## src/rtl/lra_pkg.sv

```systemverilog
// ----------------------------------------------------------------------------
// Label region accumulator package
// Shared widths, codes, the queue word type and the exponent table.
// ----------------------------------------------------------------------------
package lra_pkg;

   // Store geometry and limits.
   localparam int unsigned LABEL_COUNT     = 256;
   localparam int unsigned LABEL_W         = $clog2(LABEL_COUNT);
   localparam int unsigned MAX_VOXELS      = 16777216;
   localparam int unsigned COUNT_W         = 25;
   localparam int unsigned SUM_W           = 48;
   localparam int unsigned VALUE_W         = 24;
   localparam int unsigned VOLUME_W        = 24;
   localparam int unsigned MEAN_W          = 24;
   localparam int unsigned QUEUE_DEPTH     = 2;
   localparam int unsigned QUEUE_PTR_W     = $clog2(QUEUE_DEPTH);
   localparam int unsigned QUEUE_CNT_W     = $clog2(QUEUE_DEPTH + 1);

   // Exponent table geometry (depth is a power of two).
   localparam int unsigned EXP_TABLE_DEPTH = 64;
   localparam int unsigned EXP_IDX_W       = $clog2(EXP_TABLE_DEPTH);
   localparam int unsigned EXP_REM_W       = 16 - EXP_IDX_W;
   localparam int unsigned MANT_W          = 18;
   localparam longint unsigned LN2_Q30     = 64'd744261118;
   localparam logic signed [17:0] LOG2E_Q16 = 18'sd94548;

   localparam logic [SUM_W-1:0] SUM_MAX = {1'b0, {(SUM_W-1){1'b1}}};
   localparam logic [SUM_W-1:0] SUM_MIN = {1'b1, {(SUM_W-1){1'b0}}};

   // Commands of the request channel.
   localparam logic [1:0] CMD_ACC   = 2'd0;
   localparam logic [1:0] CMD_READ  = 2'd1;
   localparam logic [1:0] CMD_CLEAR = 2'd2;

   // Modes.
   localparam logic [1:0] MODE_SUMS   = 2'd0;
   localparam logic [1:0] MODE_MEANS  = 2'd1;
   localparam logic [1:0] MODE_JACOB  = 2'd2;
   localparam logic [1:0] MODE_LABELS = 2'd3;

   // Register indexes.
   localparam logic REG_MODE   = 1'b0;
   localparam logic REG_VOLUME = 1'b1;

   // Operation kinds passed from front to back.
   localparam logic [1:0] OP_ACC   = 2'd0;
   localparam logic [1:0] OP_DROP  = 2'd1;
   localparam logic [1:0] OP_READ  = 2'd2;
   localparam logic [1:0] OP_CLEAR = 2'd3;

   typedef struct packed {
      logic [1:0]          kind;
      logic [LABEL_W-1:0]  label;
      logic [SUM_W-1:0]    weight;
   } op_entry_type;

   typedef struct packed {
      logic [1:0]          mode;
      logic [VOLUME_W-1:0] volume;
   } cfg_type;

   typedef struct packed {
      logic                sat;
      logic [COUNT_W-1:0]  count;
      logic [SUM_W-1:0]    sum;
   } store_entry_type;

   typedef logic [EXP_TABLE_DEPTH:0][MANT_W-1:0] exp_rom_type;

   // Shift-and-subtract quotient for the table build (small divisors).
   function automatic longint unsigned div_small(longint unsigned num,
                                                 longint unsigned den);
      longint unsigned quo;
      longint unsigned rem;
      quo = '0;
      rem = '0;
      for (int b = 63; b >= 0; b--) begin
         rem = {rem[62:0], num[b]};
         if (rem >= den) begin
            rem    = rem - den;
            quo[b] = 1'b1;
         end
      end
      return quo;
   endfunction

   // Q16 table of 2^(i/depth), built from a Taylor series in Q30.
   function automatic exp_rom_type build_exp_rom();
      exp_rom_type rom;
      longint unsigned t;
      longint unsigned term;
      longint unsigned acc;
      for (int i = 0; i <= EXP_TABLE_DEPTH; i++) begin
         t    = (longint'(i) * LN2_Q30) >> EXP_IDX_W;
         term = 64'd1 << 30;
         acc  = term;
         for (int k = 1; k <= 24; k++) begin
            term = div_small((term * t) >> 30, longint'(k));
            acc  = acc + term;
         end
         rom[i] = MANT_W'((acc + 64'd8192) >> 14);
      end
      return rom;
   endfunction

   localparam exp_rom_type EXP_ROM = build_exp_rom();

endpackage

```

## src/rtl/lra_queue.sv

```systemverilog
// ----------------------------------------------------------------------------
// Label region accumulator operation queue
// Short first-in first-out buffer between the front end and the store.
// ----------------------------------------------------------------------------
module lra_queue (
   input  logic                  clock,
   input  logic                  reset,
   input  logic                  push,
   input  lra_pkg::op_entry_type push_entry,
   output logic                  full,
   input  logic                  pop,
   output logic                  pop_valid,
   output lra_pkg::op_entry_type pop_entry
);
   import lra_pkg::*;

   op_entry_type           slot_ff [QUEUE_DEPTH];
   logic [QUEUE_PTR_W-1:0] wr_ff, wr_in;
   logic [QUEUE_PTR_W-1:0] rd_ff, rd_in;
   logic [QUEUE_CNT_W-1:0] cnt_ff, cnt_in;

   assign full      = (cnt_ff == QUEUE_CNT_W'(QUEUE_DEPTH));
   assign pop_valid = (cnt_ff != '0);
   assign pop_entry = slot_ff[rd_ff];

   // Pointer and occupancy update.
   always_comb begin
      wr_in  = push ? wr_ff + 1'b1 : wr_ff;
      rd_in  = pop ? rd_ff + 1'b1 : rd_ff;
      cnt_in = cnt_ff + QUEUE_CNT_W'(push) - QUEUE_CNT_W'(pop);
   end

   always_ff @(posedge clock) begin
      if (reset) begin
         wr_ff  <= '0;
         rd_ff  <= '0;
         cnt_ff <= '0;
      end else begin
         wr_ff  <= wr_in;
         rd_ff  <= rd_in;
         cnt_ff <= cnt_in;
      end
      if (push) begin
         slot_ff[wr_ff] <= push_entry;
      end
   end

endmodule

```

## config.mk

```make
export PLATFORM = sky130hd
export DESIGN_NAME = lra_queue
export DESIGN_NICKNAME = d
export VERILOG_FILES = /design/src/rtl/lra_pkg.sv /design/src/rtl/lra_queue.sv
export SDC_FILE = /design/constraint.sdc
export NUM_CORES = 1
export LEC_CHECK = 0
export BUFFER_PORTS_ARGS = -buffer_cell sky130_fd_sc_hd__buf_2
export CORE_MARGIN = 2
export CORE_UTILIZATION = 50
export DETAILED_ROUTE_END_ITERATION = 10
export GPL_ROUTABILITY_DRIVEN = 0
export PLACE_DENSITY = 0.78
export SLEW_MARGIN = 25
export SYNTH_ARGS = -nofsm -noshare
export SYNTH_HDL_FRONTEND = slang
export SYNTH_SLANG_ARGS = --single-unit
export TNS_END_PERCENT = 30
```

## constraint.sdc

```tcl
create_clock -name clock -period 11.3 [get_ports clock]
set_clock_uncertainty 0.05 [all_clocks]
set_input_delay 2.26 -clock clock [delete_from_list [all_inputs] [get_ports clock]]
set_output_delay 2.26 -clock clock [all_outputs]
set_load 0.02 [all_outputs]
```

After elaboration in Yosys (flattened, before gate mapping)
Memories as Yosys holds them, arrays and structs flattened. A register that Yosys moved wholly into a read port is not among the register bits.
Cells that the tools add are included.

word-level totals
  register bits after elaboration = 4
  bits in writable memories = 116
  memories = 1
  input port bits = 62
  output and inout bits = 60
  logic and storage cells = 14
  bits in latches = 0
  ROM bits = 0

memories
  name     depth  bits a word  rd ports  clocked after memory_dff  write ports  line             RTL
  slot_ff  2      58           1         1                         1            lra_queue.sv:17  op_entry_type slot_ff [QUEUE_DEPTH];

cells by class
  add/sub/neg operators = 4
  multipliers = 0
  multiplexer cells = 4
  eq/ne operators = 1
  $lt $le $gt $ge = 0
  shifts and indexed selects = 0
  divide/modulo/power cells = 0
  reductions and logical operators = 1
  bitwise logic cells = 0

operator list
  operator                                     number
  1-bit 2-to-1 mux                             4
  1-bit adder, second input constant           2
  2-bit by 1-bit adder with 2-bit output       1
  2-bit equality test, second input constant   1
  2-bit nonzero test                           1
  2-bit by 1-bit subtractor with 2-bit output  1

Longest topological paths before layout
Gate-level depths: netlist of run 1.

  word-level depth = 3
  depth in mapped cells = 6
  depth with buffers taken out = 6

Worst setup path after synthesis of run 1
Ideal clock, no wire load.

  path type = input to register
  start point = input push
  end point = memory slot_ff[0][0] in the netlist's numbering, enable pin
  required time = 10769 ps
  stages = 1
  arrival = 4818 ps
  setup slack = 5951 ps
  buffers on the path = 0
  cell sequence = nor2b_1

between the ends
  cells in the longest elaborated chain, start to end = 2

RTL lines
  what                                    line             RTL
  start, declared                         lra_queue.sv:8   input logic push,
  1-bit 2-to-1 mux                        lra_queue.sv:43  if (push) begin
  1-bit 2-to-1 mux (implied by the code)  lra_queue.sv:44  slot_ff[wr_ff] <= push_entry;
  end, declared                           lra_queue.sv:17

Every way passes these cells.

==> impl_results.md, run 1 <==
* DRC errors left at 0
* CTS root buf: clkbuf_8
* Max Buffers Root-to-Sink at 2
* Worst hold slack at 0.457 ns
* Comb pwr share at 10.5%
* Number of global-route vias before repair at 2411
* Global-route wire length before repair at 11400 microns
* Worst ir drop on vdd at between 100 and 150 uV
* Period utilisation layout at 38.6%
* Diodes inserted at 0
* Detailed-placement wirelength estimate at ~4700 microns
* Setup TNS at 0 ns
* Pint at approximately 940 uW
* I/O Buffers at 121
* Cts repair resizes at 0
* Net Switching at between 200 and 300 uW
* Crit end category: output port
* Clock Latency Late Sink at ~0.5 ns
* Leakage at about 0.0023 uW
* Critical Path RT at 8.99 ns
* Die span in y at a little under 100 microns
* Crit path launch type: register
* Setup WS pre-CTS at 7.19 ns
* Hold Crit Class: register to register
* Worst endpoint data arrival time at approximately 2.1 ns
* Area Overhead vs Synth at 29.4%
* Routed via count at 2266
* Fin worst setup slack at 6.94 ns
* I/O pin total at 122
* Pre-Repair DR Iteration Count at 4
* Commonest non-fill, non-tap cell in the layout: buf_2
* Max FO, Critical Path at 58
* Sw frac at a little over a fifth
* Core Footprint at between 0.008 and 0.009 sq mm
* Nets at roughly 400
* Die area at 0.00973 sq mm
* Power density cells at just over 200 mW/mm^2
* Worst-Margin Slew at between 0.9 and 1 ns
* Row cnt at 34
* # hold bufs at CTS at 0
* Final WL at 7360 microns
* Part of the power in the clock network at 44.5%
* Clock Pin Slew Worst Setup and Hold Paths at 0.05 ns
* Syn nets at 265
* Most frequent cells in the layout: buf_2, edfxtp_1, mux2_2, mux2_4, clkbuf_16
* Placed Area at approximately 0.0052 sq mm
* Fillers at 595
* H-Tree Depth at 4
* Final instance area at 0.00580 sq mm
* Routed Antenna Nets at 0
* Sequential power share at 45.0%
* Post-synth cell types at 14
* Die width at 98.7 microns
* Syn_area_per_cell at roughly 22 sq um
* Slew HR at 36.1%
* CP Class: register to output port
* CTS tree: built
* TritonCTS Buffers at 17
* Post-CTS setup repair buffer count at 0
* Routed wire per std cell at roughly 16 microns
* Synth warnings at 0
* GRT overflow at 0
* RSZ-0062 raised after global routing: false
* Sequential area share after synthesis at 80.0%
* Syn Inst Count at between 200 and 250
* Outcome: finished clean
* Max-cap violations at 0
* FF+latch count, synth at 121
* Total Routing Usage GR at around 16%
* Pins over their slew limit at 0
* Final Hold Fails at 0
* Share of layout cells above drive strength 1 at 61.3%
* Setup violators final at 0
* Initial antenna violation count at 1
* Synth Cell Area at between 0.004 and 0.005 sq mm
* Initial Util at 51.4%
* Maximum clock rate at 230 MHz
* DR iter-0 viols at 64
* Vias per cell at 4.96
* Clock sink count at roughly 120
* Fin crit period at 4.36 ns
* Largest net degree at the start of global routing at 59
-- cell type report --
type / instances / area, sq um / share of cell area, %
flip-flops and latches: 121 / 3590 / 61.9
repair buffers: 123 / 621 / 10.7
multi-input cells: 72 / 848 / 14.6
well taps: 108 / 135 / 2.33
inverters: 2 / 7.51 / 0.130
clock inverters: 13 / 179 / 3.09
clock buffers: 18 / 418 / 7.21
-- state kept, by name, summed over array words and instances (netlist names), named ones only --
name,flops
wr_ff,1
rd_ff,1
cnt_ff,2
slot_ff,116
-- stage by stage --
stage / cells / power, uW / util (%)
floorplan: 201 / 633 / -
global placement: 426 / 673 / 59.6
detailed placement: 426 / 678 / 59.6
CTS: 457 / 1210 / 66.5
global route: 457 / 1240 / 66.5
finish: 457 / 1200 / 66.5
-- path summary, 6_finish.rpt --
path | from | to | slack, ns | cells past startpoint
worst max-delay path | register | pop_entry[47] | 6.94 | 2
worst max register to register | wr_ff | slot_ff[0][18] | 9.30 | 2
worst min register to register | rd_ff | register | 0.46 | 2
worst min-delay path | rd_ff | register | 0.46 | 2
-- per-layer routing --
metal,GRT usage [%],wire [microns]
met1,17.8,3010
met2,26.6,3840
met3,6.45,461
met4,6.95,42
met5,0,12
-- critical path, stage by stage (launching register included) --
cell and delay (ns):
dfxtp_4 0.91, mux2_2 0.43, buf_2 0.17
-- logic make-up after synthesis --
| group | count (synthesis) | synth area share [%] |
|---|---|---|
| flip-flops | 121 | 80.0 |
| AND/OR/NAND/NOR | 9 | 1.03 |
| multiplexers | 58 | 16.3 |
| adder cells (fa/ha/maj) | 2 | 0.559 |
| XOR/XNOR | 3 | 0.894 |
| buffers and inverters | 8 | 1.26 |
-- power by group through the flow --
stage	Clock (uW)	Sequential, uW	Combinational (uW)
after floorplan	0	540	92.9
after global placement	0	548	125
after detailed placement	0	550	127
after CTS	544	542	128
after global routing	564	544	135
final	533	541	126
-- synth_stat cells --
library cell / number / share of area (%)
nor2_1: 4 / 0.34
ha_1: 2 / 0.56
xnor3_1: 1 / 0.50
mux2_4: 20 / 6.7
buf_6: 3 / 0.75
mux2_2: 38 / 9.6
and2_1: 1 / 0.14
buf_2: 3 / 0.34
nor2b_1: 3 / 0.42
inv_1: 2 / 0.17
xnor2_1: 2 / 0.39
dfxtp_1: 5 / 2.2
or2_2: 1 / 0.14
edfxtp_1: 116 / 78
(Power assumes the default switching activity.)
==> run 2: changes to the inputs <==
--- a/config.mk
+++ b/config.mk
@@ -7,10 +7,10 @@
 export LEC_CHECK = 0
 export BUFFER_PORTS_ARGS = -buffer_cell sky130_fd_sc_hd__buf_2
 export CORE_MARGIN = 2
-export CORE_UTILIZATION = 50
+export CORE_UTILIZATION = 47
 export DETAILED_ROUTE_END_ITERATION = 10
 export GPL_ROUTABILITY_DRIVEN = 0
-export PLACE_DENSITY = 0.78
+export PLACE_DENSITY = 0.77
 export SLEW_MARGIN = 25
 export SYNTH_ARGS = -nofsm -noshare
 export SYNTH_HDL_FRONTEND = slang
==> constraint.sdc (replaced) <==
create_clock -name clock -period 4 [get_ports clock]
set_clock_uncertainty 0.05 [all_clocks]
set_input_delay 0.8 -clock clock [delete_from_list [all_inputs] [get_ports clock]]
set_output_delay 0.8 -clock clock [all_outputs]
set_load 0.02 [all_outputs]
==> run 2 against run 1 <==
Largest cell class unchanged. Total power grew to 2.8 times the previous value. Worst setup slack lost 5.8 ns. Clock-buffer cell count shrank 1. Combinational power grew to 2.9 times the previous value. Global-route usage shrank 1.3 points. Die area grew 6.1%. Worst hold slack lost 0.018 ns. Utilization shrank 3.5 points.
==> impl_results.md, run 2 (same netlist as run 1, synthesis figures left out) <==
* Outcome: finished clean
* Diodes inserted at 0 (unchanged)
* Worst hold slack at 0.439 ns (-0.0179 ns)
* I/O pin total at 122 (unchanged)
* GR Util met2 at 24.6% (-2.0 points)
* Power density cells at 568 mW/mm^2 (+170%)
* Row cnt at 35 (+2.9%)
* Final WL at 7290 microns (-0.95%)
* Total power at 3300 uW (+180%)
* Maximum clock rate at 346 MHz
* Clock sink count at 121 (unchanged)
* Max-cap violations at 0 (unchanged)
* I/O Buffers at 121 (unchanged)
* Setup WS pre-CTS at 1.59 ns (-5.61 ns)
* CTS tree: built
* Share of layout cells above drive strength 1 at 61.4% (+0.11 points)
* M3 GR Usage at 5.38% (-1.1 points)
* Most frequent cells in the layout: buf_2, edfxtp_1, mux2_2, mux2_4, clkbuf_16
* Routed Antenna Nets at 0 (unchanged)
* Register bank with the most flops: slot_ff
* Worst ir drop on vdd at 337 uV (+140%)
* Fin worst setup slack at 1.11 ns (-5.84 ns)
* Regs by FF count: slot_ff (116), cnt_ff (2)
* Initial antenna violation count at 0 (-1)
* Reg2reg path depth at 2 (unchanged)
* Routed via count at 2280 (+0.62%)
* Initial Util at 48.5% (-2.9 points)
* Die width at 102 microns (+3.0%)
* Sequential power share at 46.2% (+1.2 points)
* Clock Pin Slew Worst Setup and Hold Paths at 0.06 ns (about the same)
* GRT overflow at 0 (unchanged)
* Clock Latency Late Sink at 0.49 ns (about the same)
* Setup TNS at 0 ns (unchanged)
* Cts repair resizes at 0 (unchanged)
* Area Overhead vs Synth at 29.8%
* Hold Crit Class: input port to register
* Largest net degree at the start of global routing at 59 (unchanged)
* Sw frac at 23.2% (+1.3 points)
* Detailed-placement wirelength estimate at 4680 microns (-0.72%)
* Critical Path RT at 3.15 ns (-5.84 ns)
* Number of global-route vias before repair at 2343 (-2.8%)
* Nets at 401 (unchanged)
* Fin crit period at 2.89 ns
* Max FO, Critical Path at 58 (unchanged)
* Commonest non-fill, non-tap cell in the layout: buf_2
* Pins over their slew limit at 0 (unchanged)
* Worst endpoint data arrival time at 2.04 ns (about the same)
* Setup violators final at 0 (unchanged)
* RSZ-0062 raised after global routing: false
* Die area at 0.0103 sq mm (+6.1%)
* Gr busiest metal: met2
* CP Class: register to output port
* CTS root buf: clkbuf_8
* Leakage at 0.00225 uW (-0.48%)
* Period utilisation layout at 72.3%
* H-Tree Depth at 4 (unchanged)
* GR Util met1 at 16.2% (-1.6 points)
* TritonCTS Buffers at 17 (unchanged)
* Routed wire per std cell at 15.2 microns (-5.5%)
* # hold bufs at CTS at 0 (unchanged)
* Crit path launch type: register
* Global-route wire length before repair at 10900 microns (-4.1%)
* Max Buffers Root-to-Sink at 2 (unchanged)
* Total Routing Usage GR at 14.5% (-1.3 points)
* Crit end category: output port
* DR iter-0 viols at 67 (+4.7%)
* Slew HR at 41.2% (+5.1 points)
* DRC errors left at 0 (unchanged)
* Hold path cells at 1 (-1)
* Max FFs per register at 116 (unchanged)
* Core Footprint at 0.00924 sq mm (+6.0%)
* Net Switching at 766 uW (+190%)
* Fillers at 697 (+17%)
* Part of the power in the clock network at 42.8% (-1.7 points)
* Vias per cell at 4.76 (-4.0%)
* Post-CTS setup repair buffer count at 0 (unchanged)
* Comb pwr share at 11.0% (+0.5 points)
* Pint at 2530 uW (+170%)
* Die span in y at 102 microns (+3.0%)
* Pre-Repair DR Iteration Count at 4 (unchanged)
* Worst-Margin Slew at 0.882 ns (-0.0746 ns)
* Final Hold Fails at 0 (unchanged)
## run 2: cell types whose count changed in the layout (fill, tap and decap cells not counted), sizes merged
cell / previous run / this run
clkbuf: 18 / 17
bufinv: 4 / 2
inv: 2 / 5
clkinvlp: 3 / 4
## run 2: power by group through the flow
stage	Clock (uW)	Sequential, uW	Combinational (uW)
finish	1410	1530	363
global route	1490	1540	387
CTS	1440	1530	368
detailed placement	0	1550	367
global placement	0	1550	361
floorplan	0	1520	262
## run 2: per-layer routing
layer / vias to the layer above / share of wire (%)
li1: 1069 / -
met1: 1106 / 40
met2: 96 / 52
met3: 9 / 7.6
met4: 0 / 0.85
met5: - / 0
## run 2: final timing paths
check                  from        endpoint  slack (ns)
max reg2reg           wr_ff  slot_ff[1][21]        2.29
min          push_entry[10]  slot_ff[0][10]        0.44
min reg2reg           rd_ff        register        0.47
max                register   pop_entry[57]        1.11
## run 2: worst max-delay path, cell delays in order, from the launching register on
cell and delay (ns):
dfxtp_4 0.92, mux2_2 0.43, buf_2 0.16
## run 2: area by class of cell
| cell class | instances | area [sq um] | area share, % |
|---|---|---|---|
| clock buffers | 17 | 414 | 7.12 |
| clock inverters | 15 | 151 | 2.60 |
| inverters | 2 | 7.51 | 0.129 |
| multi-input cells | 72 | 848 | 14.6 |
| flip-flops and latches | 121 | 3590 | 61.7 |
| well taps | 129 | 161 | 2.78 |
| repair buffers | 123 | 646 | 11.1 |
## run 2: through the flow
step	instance area, sq um	cells	util, %
final	5820	479	62.9
after floorplan	4480	201	-
after global placement	5250	447	56.8
after global routing	5820	479	62.9
after detailed placement	5250	447	56.8
after CTS	5820	479	62.9
