===== config.mk =====
export PLATFORM = sky130hd
export DESIGN_NAME = lra_front
export DESIGN_NICKNAME = d
export VERILOG_FILES = /design/src/rtl/lra_pkg.sv /design/src/rtl/lra_front.sv
export SDC_FILE = /design/constraint.sdc
export NUM_CORES = 2
export LEC_CHECK = 0
export BUFFER_PORTS_ARGS = -buffer_cell sky130_fd_sc_hd__buf_4
export CAP_MARGIN = 5
export CORE_ASPECT_RATIO = 0.6
export CORE_MARGIN = 8
export CORE_UTILIZATION = 57
export CTS_BUF_LIST = sky130_fd_sc_hd__clkbuf_16
export DETAILED_ROUTE_END_ITERATION = 6
export GPL_TIMING_DRIVEN = 0
export PLACE_DENSITY_LB_ADDON = 0.2
export SYNTH_ARGS = -nofsm -noshare
export SYNTH_HDL_FRONTEND = slang
export SYNTH_SLANG_ARGS = --single-unit

===== constraint.sdc =====
create_clock -name clock -period 17.79 [get_ports clock]
set_input_delay 2.6685 -clock clock [delete_from_list [all_inputs] [get_ports clock]]
set_output_delay 2.6685 -clock clock [all_outputs]
set_load 0.01 [all_outputs]

===== src/rtl/lra_pkg.sv =====
// ----------------------------------------------------------------------------
// Label region accumulator package
// Shared widths, codes, the queue word type and the exponent table.
// ----------------------------------------------------------------------------
package lra_pkg;

   // Store geometry and limits.
   localparam int unsigned LABEL_COUNT     = 256;
   localparam int unsigned LABEL_W         = $clog2(LABEL_COUNT);
   localparam int unsigned MAX_VOXELS      = 16777216;
   localparam int unsigned COUNT_W         = 25;
   localparam int unsigned SUM_W           = 48;
   localparam int unsigned VALUE_W         = 24;
   localparam int unsigned VOLUME_W        = 24;
   localparam int unsigned MEAN_W          = 24;
   localparam int unsigned QUEUE_DEPTH     = 2;
   localparam int unsigned QUEUE_PTR_W     = $clog2(QUEUE_DEPTH);
   localparam int unsigned QUEUE_CNT_W     = $clog2(QUEUE_DEPTH + 1);

   // Exponent table geometry (depth is a power of two).
   localparam int unsigned EXP_TABLE_DEPTH = 64;
   localparam int unsigned EXP_IDX_W       = $clog2(EXP_TABLE_DEPTH);
   localparam int unsigned EXP_REM_W       = 16 - EXP_IDX_W;
   localparam int unsigned MANT_W          = 18;
   localparam longint unsigned LN2_Q30     = 64'd744261118;
   localparam logic signed [17:0] LOG2E_Q16 = 18'sd94548;

   localparam logic [SUM_W-1:0] SUM_MAX = {1'b0, {(SUM_W-1){1'b1}}};
   localparam logic [SUM_W-1:0] SUM_MIN = {1'b1, {(SUM_W-1){1'b0}}};

   // Commands of the request channel.
   localparam logic [1:0] CMD_ACC   = 2'd0;
   localparam logic [1:0] CMD_READ  = 2'd1;
   localparam logic [1:0] CMD_CLEAR = 2'd2;

   // Modes.
   localparam logic [1:0] MODE_SUMS   = 2'd0;
   localparam logic [1:0] MODE_MEANS  = 2'd1;
   localparam logic [1:0] MODE_JACOB  = 2'd2;
   localparam logic [1:0] MODE_LABELS = 2'd3;

   // Register indexes.
   localparam logic REG_MODE   = 1'b0;
   localparam logic REG_VOLUME = 1'b1;

   // Operation kinds passed from front to back.
   localparam logic [1:0] OP_ACC   = 2'd0;
   localparam logic [1:0] OP_DROP  = 2'd1;
   localparam logic [1:0] OP_READ  = 2'd2;
   localparam logic [1:0] OP_CLEAR = 2'd3;

   typedef struct packed {
      logic [1:0]          kind;
      logic [LABEL_W-1:0]  label;
      logic [SUM_W-1:0]    weight;
   } op_entry_type;

   typedef struct packed {
      logic [1:0]          mode;
      logic [VOLUME_W-1:0] volume;
   } cfg_type;

   typedef struct packed {
      logic                sat;
      logic [COUNT_W-1:0]  count;
      logic [SUM_W-1:0]    sum;
   } store_entry_type;

   typedef logic [EXP_TABLE_DEPTH:0][MANT_W-1:0] exp_rom_type;

   // Shift-and-subtract quotient for the table build (small divisors).
   function automatic longint unsigned div_small(longint unsigned num,
                                                 longint unsigned den);
      longint unsigned quo;
      longint unsigned rem;
      quo = '0;
      rem = '0;
      for (int b = 63; b >= 0; b--) begin
         rem = {rem[62:0], num[b]};
         if (rem >= den) begin
            rem    = rem - den;
            quo[b] = 1'b1;
         end
      end
      return quo;
   endfunction

   // Q16 table of 2^(i/depth), built from a Taylor series in Q30.
   function automatic exp_rom_type build_exp_rom();
      exp_rom_type rom;
      longint unsigned t;
      longint unsigned term;
      longint unsigned acc;
      for (int i = 0; i <= EXP_TABLE_DEPTH; i++) begin
         t    = (longint'(i) * LN2_Q30) >> EXP_IDX_W;
         term = 64'd1 << 30;
         acc  = term;
         for (int k = 1; k <= 24; k++) begin
            term = div_small((term * t) >> 30, longint'(k));
            acc  = acc + term;
         end
         rom[i] = MANT_W'((acc + 64'd8192) >> 14);
      end
      return rom;
   endfunction

   localparam exp_rom_type EXP_ROM = build_exp_rom();

endpackage


===== src/rtl/lra_front.sv =====
// ----------------------------------------------------------------------------
// Label region accumulator front end
// Accepts request words, classifies them and computes the weight to add.
// ----------------------------------------------------------------------------
module lra_front (
   input  logic                           clock,
   input  logic                           reset,
   input  lra_pkg::cfg_type               cfg,
   input  logic                           req_valid,
   output logic                           req_stall,
   input  logic [1:0]                     req_command,
   input  logic [lra_pkg::LABEL_W-1:0]    req_label,
   input  logic [lra_pkg::VALUE_W-1:0]    req_voxel_value,
   output logic                           push,
   output lra_pkg::op_entry_type          push_entry,
   input  logic                           queue_full
);
   import lra_pkg::*;

   localparam logic [2:0] F_IDLE = 3'd0;
   localparam logic [2:0] F_X2   = 3'd1;
   localparam logic [2:0] F_X3   = 3'd2;
   localparam logic [2:0] F_X4   = 3'd3;
   localparam logic [2:0] F_PUSH = 3'd4;

   logic [2:0]               state_ff, state_in;
   op_entry_type             entry_ff, entry_in;
   logic signed [41:0]       p_ff, p_in;
   logic [MANT_W-1:0]        lo_ff, lo_in;
   logic [33:0]              interp_ff, interp_in;
   logic signed [9:0]        n_ff, n_in;
   logic [41:0]              prod_ff, prod_in;

   logic                     accept;
   logic [24:0]              rpos;
   logic                     lbl3_ok;
   logic [LABEL_W-1:0]       lbl3;
   logic [15:0]              frac;
   logic [EXP_IDX_W-1:0]     idx;
   logic [EXP_IDX_W:0]       idx_hi;
   logic [15:0]              rem16;
   logic [MANT_W-1:0]        hi;
   logic [MANT_W-1:0]        mant;
   logic signed [10:0]       shift_s;
   logic [10:0]              rshift;
   logic [89:0]              wide;
   logic [63:0]              rsum;
   logic [SUM_W-1:0]         exp_w;

   assign req_stall  = (state_ff != F_IDLE);
   assign accept     = req_valid && !req_stall;
   assign push       = (state_ff == F_PUSH) && !queue_full;
   assign push_entry = entry_ff;

   // Label taken from the voxel value, rounded half away from zero.
   always_comb begin
      rpos = {1'b0, req_voxel_value} + 25'h8000;
      if (!req_voxel_value[VALUE_W-1]) begin
         lbl3_ok = rpos[24:16] < 9'(LABEL_COUNT);
      end else begin
         lbl3_ok = $signed(req_voxel_value) > -24'sd32768;
      end
      lbl3 = req_voxel_value[VALUE_W-1] ? '0 : LABEL_W'(rpos[24:16]);
   end

   // Table interpolation of the fraction of the base-2 exponent.
   always_comb begin
      frac      = p_ff[31:16];
      idx       = frac[15 -: EXP_IDX_W];
      idx_hi    = {1'b0, idx} + 1'b1;
      rem16     = {frac[EXP_REM_W-1:0], {EXP_IDX_W{1'b0}}};
      lo_in     = EXP_ROM[{1'b0, idx}];
      hi        = EXP_ROM[idx_hi];
      interp_in = 34'(hi - lo_in) * 34'(rem16);
      n_in      = p_ff[41:32];
      mant      = lo_ff + MANT_W'((interp_ff + 34'h8000) >> 16);
      prod_in   = 42'(mant) * 42'(cfg.volume);
   end

   // Scale the product by 2^(n-16) with rounding and saturation.
   always_comb begin
      shift_s = $signed({n_ff[9], n_ff}) - 11'sd16;
      rshift  = 11'(-shift_s);
      wide    = {48'b0, prod_ff} << shift_s[5:0];
      rsum    = ({22'b0, prod_ff} + (64'd1 << (rshift[5:0] - 6'd1))) >> rshift[5:0];
      if (prod_ff == '0) begin
         exp_w = '0;
      end else if (!shift_s[10]) begin
         if (shift_s >= 11'sd48 || (|wide[89:47])) begin
            exp_w = SUM_MAX;
         end else begin
            exp_w = wide[47:0];
         end
      end else if (rshift > 11'd62) begin
         exp_w = '0;
      end else begin
         exp_w = rsum[47:0];
      end
   end

   // Sequencer.
   always_comb begin
      state_in = state_ff;
      entry_in = entry_ff;
      p_in     = $signed(req_voxel_value) * LOG2E_Q16;
      unique case (state_ff)
         F_IDLE: begin
            if (accept) begin
               entry_in.label  = req_label;
               entry_in.weight = SUM_W'($signed(req_voxel_value));
               state_in        = F_PUSH;
               case (req_command)
                  CMD_ACC: begin
                     if (cfg.mode == MODE_LABELS) begin
                        entry_in.kind   = lbl3_ok ? OP_ACC : OP_DROP;
                        entry_in.label  = lbl3;
                        entry_in.weight = SUM_W'(cfg.volume);
                     end else if ({1'b0, req_label} >= (LABEL_W+1)'(LABEL_COUNT)) begin
                        entry_in.kind = OP_DROP;
                     end else begin
                        entry_in.kind = OP_ACC;
                        if (cfg.mode == MODE_JACOB) begin
                           state_in = F_X2;
                        end
                     end
                  end
                  CMD_READ:  entry_in.kind = OP_READ;
                  CMD_CLEAR: entry_in.kind = OP_CLEAR;
                  default:   state_in = F_IDLE;
               endcase
            end
         end
         F_X2: state_in = F_X3;
         F_X3: state_in = F_X4;
         F_X4: begin
            entry_in.weight = exp_w;
            state_in        = F_PUSH;
         end
         F_PUSH: begin
            if (!queue_full) begin
               state_in = F_IDLE;
            end
         end
         default: state_in = F_IDLE;
      endcase
   end

   always_ff @(posedge clock) begin
      if (reset) begin
         state_ff <= F_IDLE;
      end else begin
         state_ff <= state_in;
      end
      entry_ff  <= entry_in;
      if (accept) begin
         p_ff <= p_in;
      end
      lo_ff     <= lo_in;
      interp_ff <= interp_in;
      n_ff      <= n_in;
      prod_ff   <= prod_in;
   end

endmodule


* Word level (Yosys, flattened, before mapping)
Memory sizes are Yosys's and may differ from the RTL's. A register that Yosys moved wholly into a read port is not among the register bits. Index checks and enable logic that the tools add are counted.
Storage, ports and cells: register bits 199, ROM bits 3456, output and inout bits 60, word-level logic and storage cells 81, memories kept 2
Operators by class: add/sub/neg operators 9, multipliers 3, order comparisons 6, equality and inequality tests 10, shift operators 3, mux-type cells 22, reduce and logical (&&, ||, !) cells 17
Memory list:
- (name not given) | words 128, bits a word 18, read ports 1, clocked after Yosys merged registers in 0, wr ports 0, line lra_front.sv:73 | hi = EXP_ROM[idx_hi];
- (name not given) | words 64, bits a word 18, read ports 1, clocked after Yosys merged registers in 1, wr ports 0, line lra_front.sv:72 | lo_in = EXP_ROM[{1'b0, idx}];
Operator list (count):
- 48-bit 2-to-1 mux | 5
- 56-bit 2-to-1 mux | 2
- 48-bit case mux with 2 select lines | 1
- 42-bit by 6-bit left shift with 90-bit output | 1
- 42-bit by 64-bit adder with 64-bit output | 1
- 1-bit by 6-bit left shift with 64-bit output, first input constant | 1
- 64-bit by 6-bit right shift with 48-bit output | 1
- 43-bit OR reduction | 1
- 42-bit logical NOT | 1
- 18-bit by 24-bit multiplier with 42-bit output | 1
- 24-bit by 16-bit multiplier with 40-bit output, second input constant | 1
- 18-bit 2-to-1 mux | 2
- 34-bit by 16-bit adder with 34-bit output, second input constant | 1
- 34-bit by 10-bit multiplier with 28-bit output | 1
- 24-bit by 16-bit adder with 25-bit output, second input constant | 1
- 24-bit by 16-bit greater-than comparator with 1-bit output, second input constant | 1
- 18-bit by 18-bit subtractor with 19-bit output | 1
- 18-bit adder | 1
- 3-bit case mux with 5 select lines | 1
- 3-bit 2-to-1 mux | 4
- 11-bit by 7-bit greater-or-equal comparator with 1-bit output, second input constant | 1
- 11-bit by 6-bit greater-than comparator with 1-bit output, second input constant | 1
- 11-bit negator | 1
- 10-bit by 6-bit subtractor with 11-bit output, second input constant | 1
- other kinds (26) | 37

* Logic depth before layout (Yosys ltp)
depth after elaboration 10, mapped depth 47, gate-level depth less buffers 45

* Worst setup path after synthesis
Ideal clock, no wire load.
path kind flip-flop to flip-flop, start register p_ff[27], end register interp_ff[32], arrival time 9.655 ns, required time 17.667 ns, slack 8.012 ns, stages on the path, launching flop included 46, path buffers 3, period minus slack after synthesis 9.778 ns, cell sequence edfxtp_1 ha_1 clkbuf_1 inv_1 ha_1 clkbuf_1 clkinv_1 clkbuf_1 a221oi_1 a311oi_1 a211oi_1 o22ai_1 ha_1 fa_1 nor2b_1 o21ai_0 a21boi_0 o21a_1 [... 10 more ...] fa_1 inv_1 fa_1 inv_1 fa_1 fa_1 ha_1 a21o_1 a21o_1 a21oi_1 o21ai_0 nand2_1 o41ai_1 o211a_1 o21a_1 o21ai_0 a21oi_1 xor2_1
Between the ends: longest elaborated chain between the ends 5
Ends and longest elaborated chain:
- from (decl) | line lra_front.sv:28 | logic signed [41:0] p_ff, p_in;
- from (signal assigned) | line lra_front.sv:156 | p_ff <= p_in;
- 6-bit by 1-bit adder with 7-bit output | line lra_front.sv:70 | idx_hi = {1'b0, idx} + 1'b1;
- memory 128 x 18 bit
- 18-bit 2-to-1 mux (implied by the code) | line lra_front.sv:73
- 18-bit by 18-bit subtractor with 19-bit output | line lra_front.sv:74 | interp_in = 34'(hi - lo_in) * 34'(rem16);
- 34-bit by 10-bit multiplier with 28-bit output | line lra_front.sv:74
- named net interp_in[32] | line lra_front.sv:30 | logic [33:0] interp_ff, interp_in;
- to (signal assigned) | line lra_front.sv:159 | interp_ff <= interp_in;
- to (decl) | line lra_front.sv:30
The timed path passes the listed nets, and every way through them passes these cells. The select of a mux whose other input is x is not followed. A chain may end at the register's enable or synchronous reset.

* Worst setup path in the final report
Ends and elaborated chain as after synthesis.

==> results.yml <==
critical_path:
  crit_path_max_incr_delay_ns: 1.17
  crit_path_end_kind: "register"
  crit_required_ns: 18.20
  r2r_cells: 39
  path_class: "reg -> reg"
  crit_fanout: 10
  cp-start-kind: "register"
  worstPathArrival_ns: 13.58
  cp_slowest_cell: "o41ai_1"
routing:
  drcViolationCount: 5
  firstDrtPassIters: 7
  via_per_inst: 6.69
  vias: 49600
  postRouteWirelength_mm: 210
  wire_per_inst_um: 28.3
  ant_nets: 0
  drtIter0Drc: 7751
clock_tree:
  cts_root_buf: "clkbuf_16"
  clock_latency_ns: 0.54
  cts_setup_buffers: 0
  htree_levels: 4
  cts_buffers: 17
  postCtsHoldBufs: 0
  post_cts_resize_count: 0
  clk_pin_slew_worst_paths_ns: 0.08
  cts_tree: "done"
  clock_path_buffers: 2
  cts_sinks: 190
grt:
  grt_use_total_pct: 41.7
  grt_pass1_wl_mm: 309
  antenna_found_initial: 13
  gr-total-overflow: 0
  grt_pass1_vias: 47200
  grt_max_degree: 39
synth:
  synth_fp_nets: 7246
  syn_avg_cell_area_um2: 8.25
  synth_edf_count: 84
  yosysWarnings: 0
  ys.flop_type: "dfxtp_1"
  async_flop_share_pct: 0
  yosysUniqueCellTypes: 101
  synth-seq-cells: 190
  ys_seq_area_share_pct: 9.23
  synth_area_um2: 50300
  syn_inst: 6101
floorplanning:
  die_area_um2: 98400
  fp.dieW_um: 400
  num_rows: 84
  io_pins: 124
  coreArea_um2: 87500
  start_util_pct: 57.5
  die_y_um: 246
sta:
  hold_viol_final: 0
  max_freq_mhz: 76.0
  worst_hold_slack_ns: 0.335
  worst_slew_pin_slew_ns: 1.62
  finalCritPeriodShare_pct: 74.0
  period_needed_ns: 13.16
  grt_setup_unrepaired: "no"
  clock_skew_ns: 0.0248
  fin_tns_setup_ns: 0
  setup_violations: 0
  slew-limit-headroom_pct: -7.67
  drv_slew: 24
layout:
  num-fill-cells: 7645
  syn2layout_area_growth_pct: 5.95
  nets: 7376
  drive_gt1_share_pct: 6.37
place:
  gp_congestion: 1.09
  hpwl_mm: 172
  portBuffers: 101
flow_run:
  drv_cap: 2
status:
  outcome: "finished with violations"
  violations: "design-rule violations, max-capacitance violations, max-slew violations"
worst_hold_path:
  min_path_type: "reg -> reg"
  hold_depth: 0
## routing by layer
metal | wire length (µm) | global-route usage (%) | share of wire (%) | vias up
li1 | - | - | - | 20800
met1 | 85700 | 60.8 | 41 | 24100
met2 | 75900 | 52.5 | 36 | 4191
met3 | 40700 | 22.1 | 19 | 563
met4 | 7210 | 11.5 | 3.4 | 6
met5 | 57 | 0.347 | 0.027 | -
## state kept, by name, summed over array words and instances (netlist names)
name / count
lo_ff: 16
p_ff: 26
state_ff: 3
prod_ff: 42
push_entry: 58
lo_in: 16
n_ff: 10
interp_ff: 19
## final timing paths
| kind | start | slack (ns) | to |
|---|---|---|---|
| worst max-delay path | p_ff[27] | 4.63 | interp_ff[32] |
| worst min-delay path | p_ff[41] | 0.34 | n_ff[9] |
| worst min register to register | p_ff[41] | 0.34 | n_ff[9] |
| worst max register to register | p_ff[27] | 4.63 | interp_ff[32] |
## critical path, delay by kind of cell, from the launching register on
kind / cells / cell delay, ns
xor gates and xnor gates: 2 / 1.08
and+or+nand+nor: 3 / 0.47
buffers and inverters: 8 / 2.32
AOI/OAI and AO/OA: 17 / 4.88
adders and majority gates: 9 / 3.67
DFF: 1 / 0.58
## through the flow
| stage | instances | util (%) | area (µm²) | worst slack, ns |
|---|---|---|---|---|
| 6_report | 7415 | 60.9 | 53300 | 4.63 |
| 5_1_grt | 7408 | 60.9 | 53300 | 4.14 |
| 4_1_cts | 7403 | 60.8 | 53300 | 4.80 |
| 3_5_place_dp | 7371 | 60.2 | 52700 | 4.87 |
| 3_3_place_gp | 7363 | 60.0 | 52600 | 5.12 |
| 2_1_floorplan | 6101 | - | 50300 | 8.01 |
## synthesized netlist by cell type, types with 13 or more instances
library cell / number / area (µm²)
a2111oi_0: 13 / 114
nand2b_1: 49 / 307
a211o_1: 14 / 123
and3_1: 35 / 219
nand4_1: 48 / 300
buf_1: 37 / 139
or3_1: 23 / 144
xnor2_1: 151 / 1320
nor2b_1: 48 / 300
a311oi_1: 16 / 140
mux2i_1: 129 / 1290
and2_1: 225 / 1410
a211oi_1: 59 / 443
o311ai_0: 14 / 123
o221ai_1: 15 / 131
edfxtp_1: 84 / 2520
a21o_1: 63 / 473
mux4_2: 94 / 2120
o21ai_1: 20 / 100
clkbuf_1: 280 / 1050
a21oi_1: 295 / 1480
nor2_1: 385 / 1450
o211ai_1: 41 / 308
ha_1: 438 / 5480
a22oi_1: 17 / 128
dfxtp_1: 106 / 2120
nand3_1: 101 / 505
fa_1: 643 / 12900
a221oi_1: 20 / 175
buf_2: 31 / 155
xor2_1: 50 / 438
inv_1: 908 / 3410
o21a_1: 48 / 360
nor3_1: 100 / 500
a31oi_1: 60 / 375
o21bai_1: 18 / 135
nand2_1: 790 / 2970
a21boi_0: 13 / 97.6
o31ai_1: 49 / 368
mux2_2: 48 / 541
o21ai_0: 208 / 1040
o22ai_1: 42 / 263
nor4_1: 29 / 181
## area by class of cell
type | instances | area [µm²] | area share (%)
Multi-Input combinational cell | 4626 | 40800 | 76.4
Sequential cell | 190 | 4640 | 8.71
Inverter | 916 | 3440 | 6.45
Buffer | 369 | 1540 | 2.89
Tap cell | 1161 | 1450 | 2.72
Timing Repair Buffer | 111 | 892 | 1.67
Clock buffer | 17 | 425 | 0.797
Clock inverter | 15 | 159 | 0.298
Antenna cell | 10 | 25.0 | 0.0469
## layout by cell type (no fill, tap or decap), drive strengths merged, types with 63 or more instances in the layout
| master | n |
|---|---|
| nor3 | 101 |
| clkbuf | 299 |
| inv | 922 |
| dfxtp | 106 |
| and2 | 226 |
| ha | 438 |
| mux2i | 129 |
| edfxtp | 84 |
| nand2 | 790 |
| fa | 643 |
| xnor2 | 154 |
| o21ai | 228 |
| a21o | 63 |
| buf | 198 |
| mux4 | 94 |
| a21oi | 296 |
| nand3 | 101 |
| nor2 | 387 |
## kinds of logic after synthesis
group                      after synthesis  synth area share, %
and+or+nand+nor                       1892                 17.4
buffers and inverters                 1285                 9.88
AOI/OAI and AO/OA                     1174                 15.5
adders and majority gates             1081                 36.5
muxes                                  275                 7.94
xor gates and xnor gates               204                 3.59
DFF                                    190                 9.23
Power is left out: the tool's default activity adds up to more than one toggle a clock period on the data nets, which glitch-free logic cannot reach.
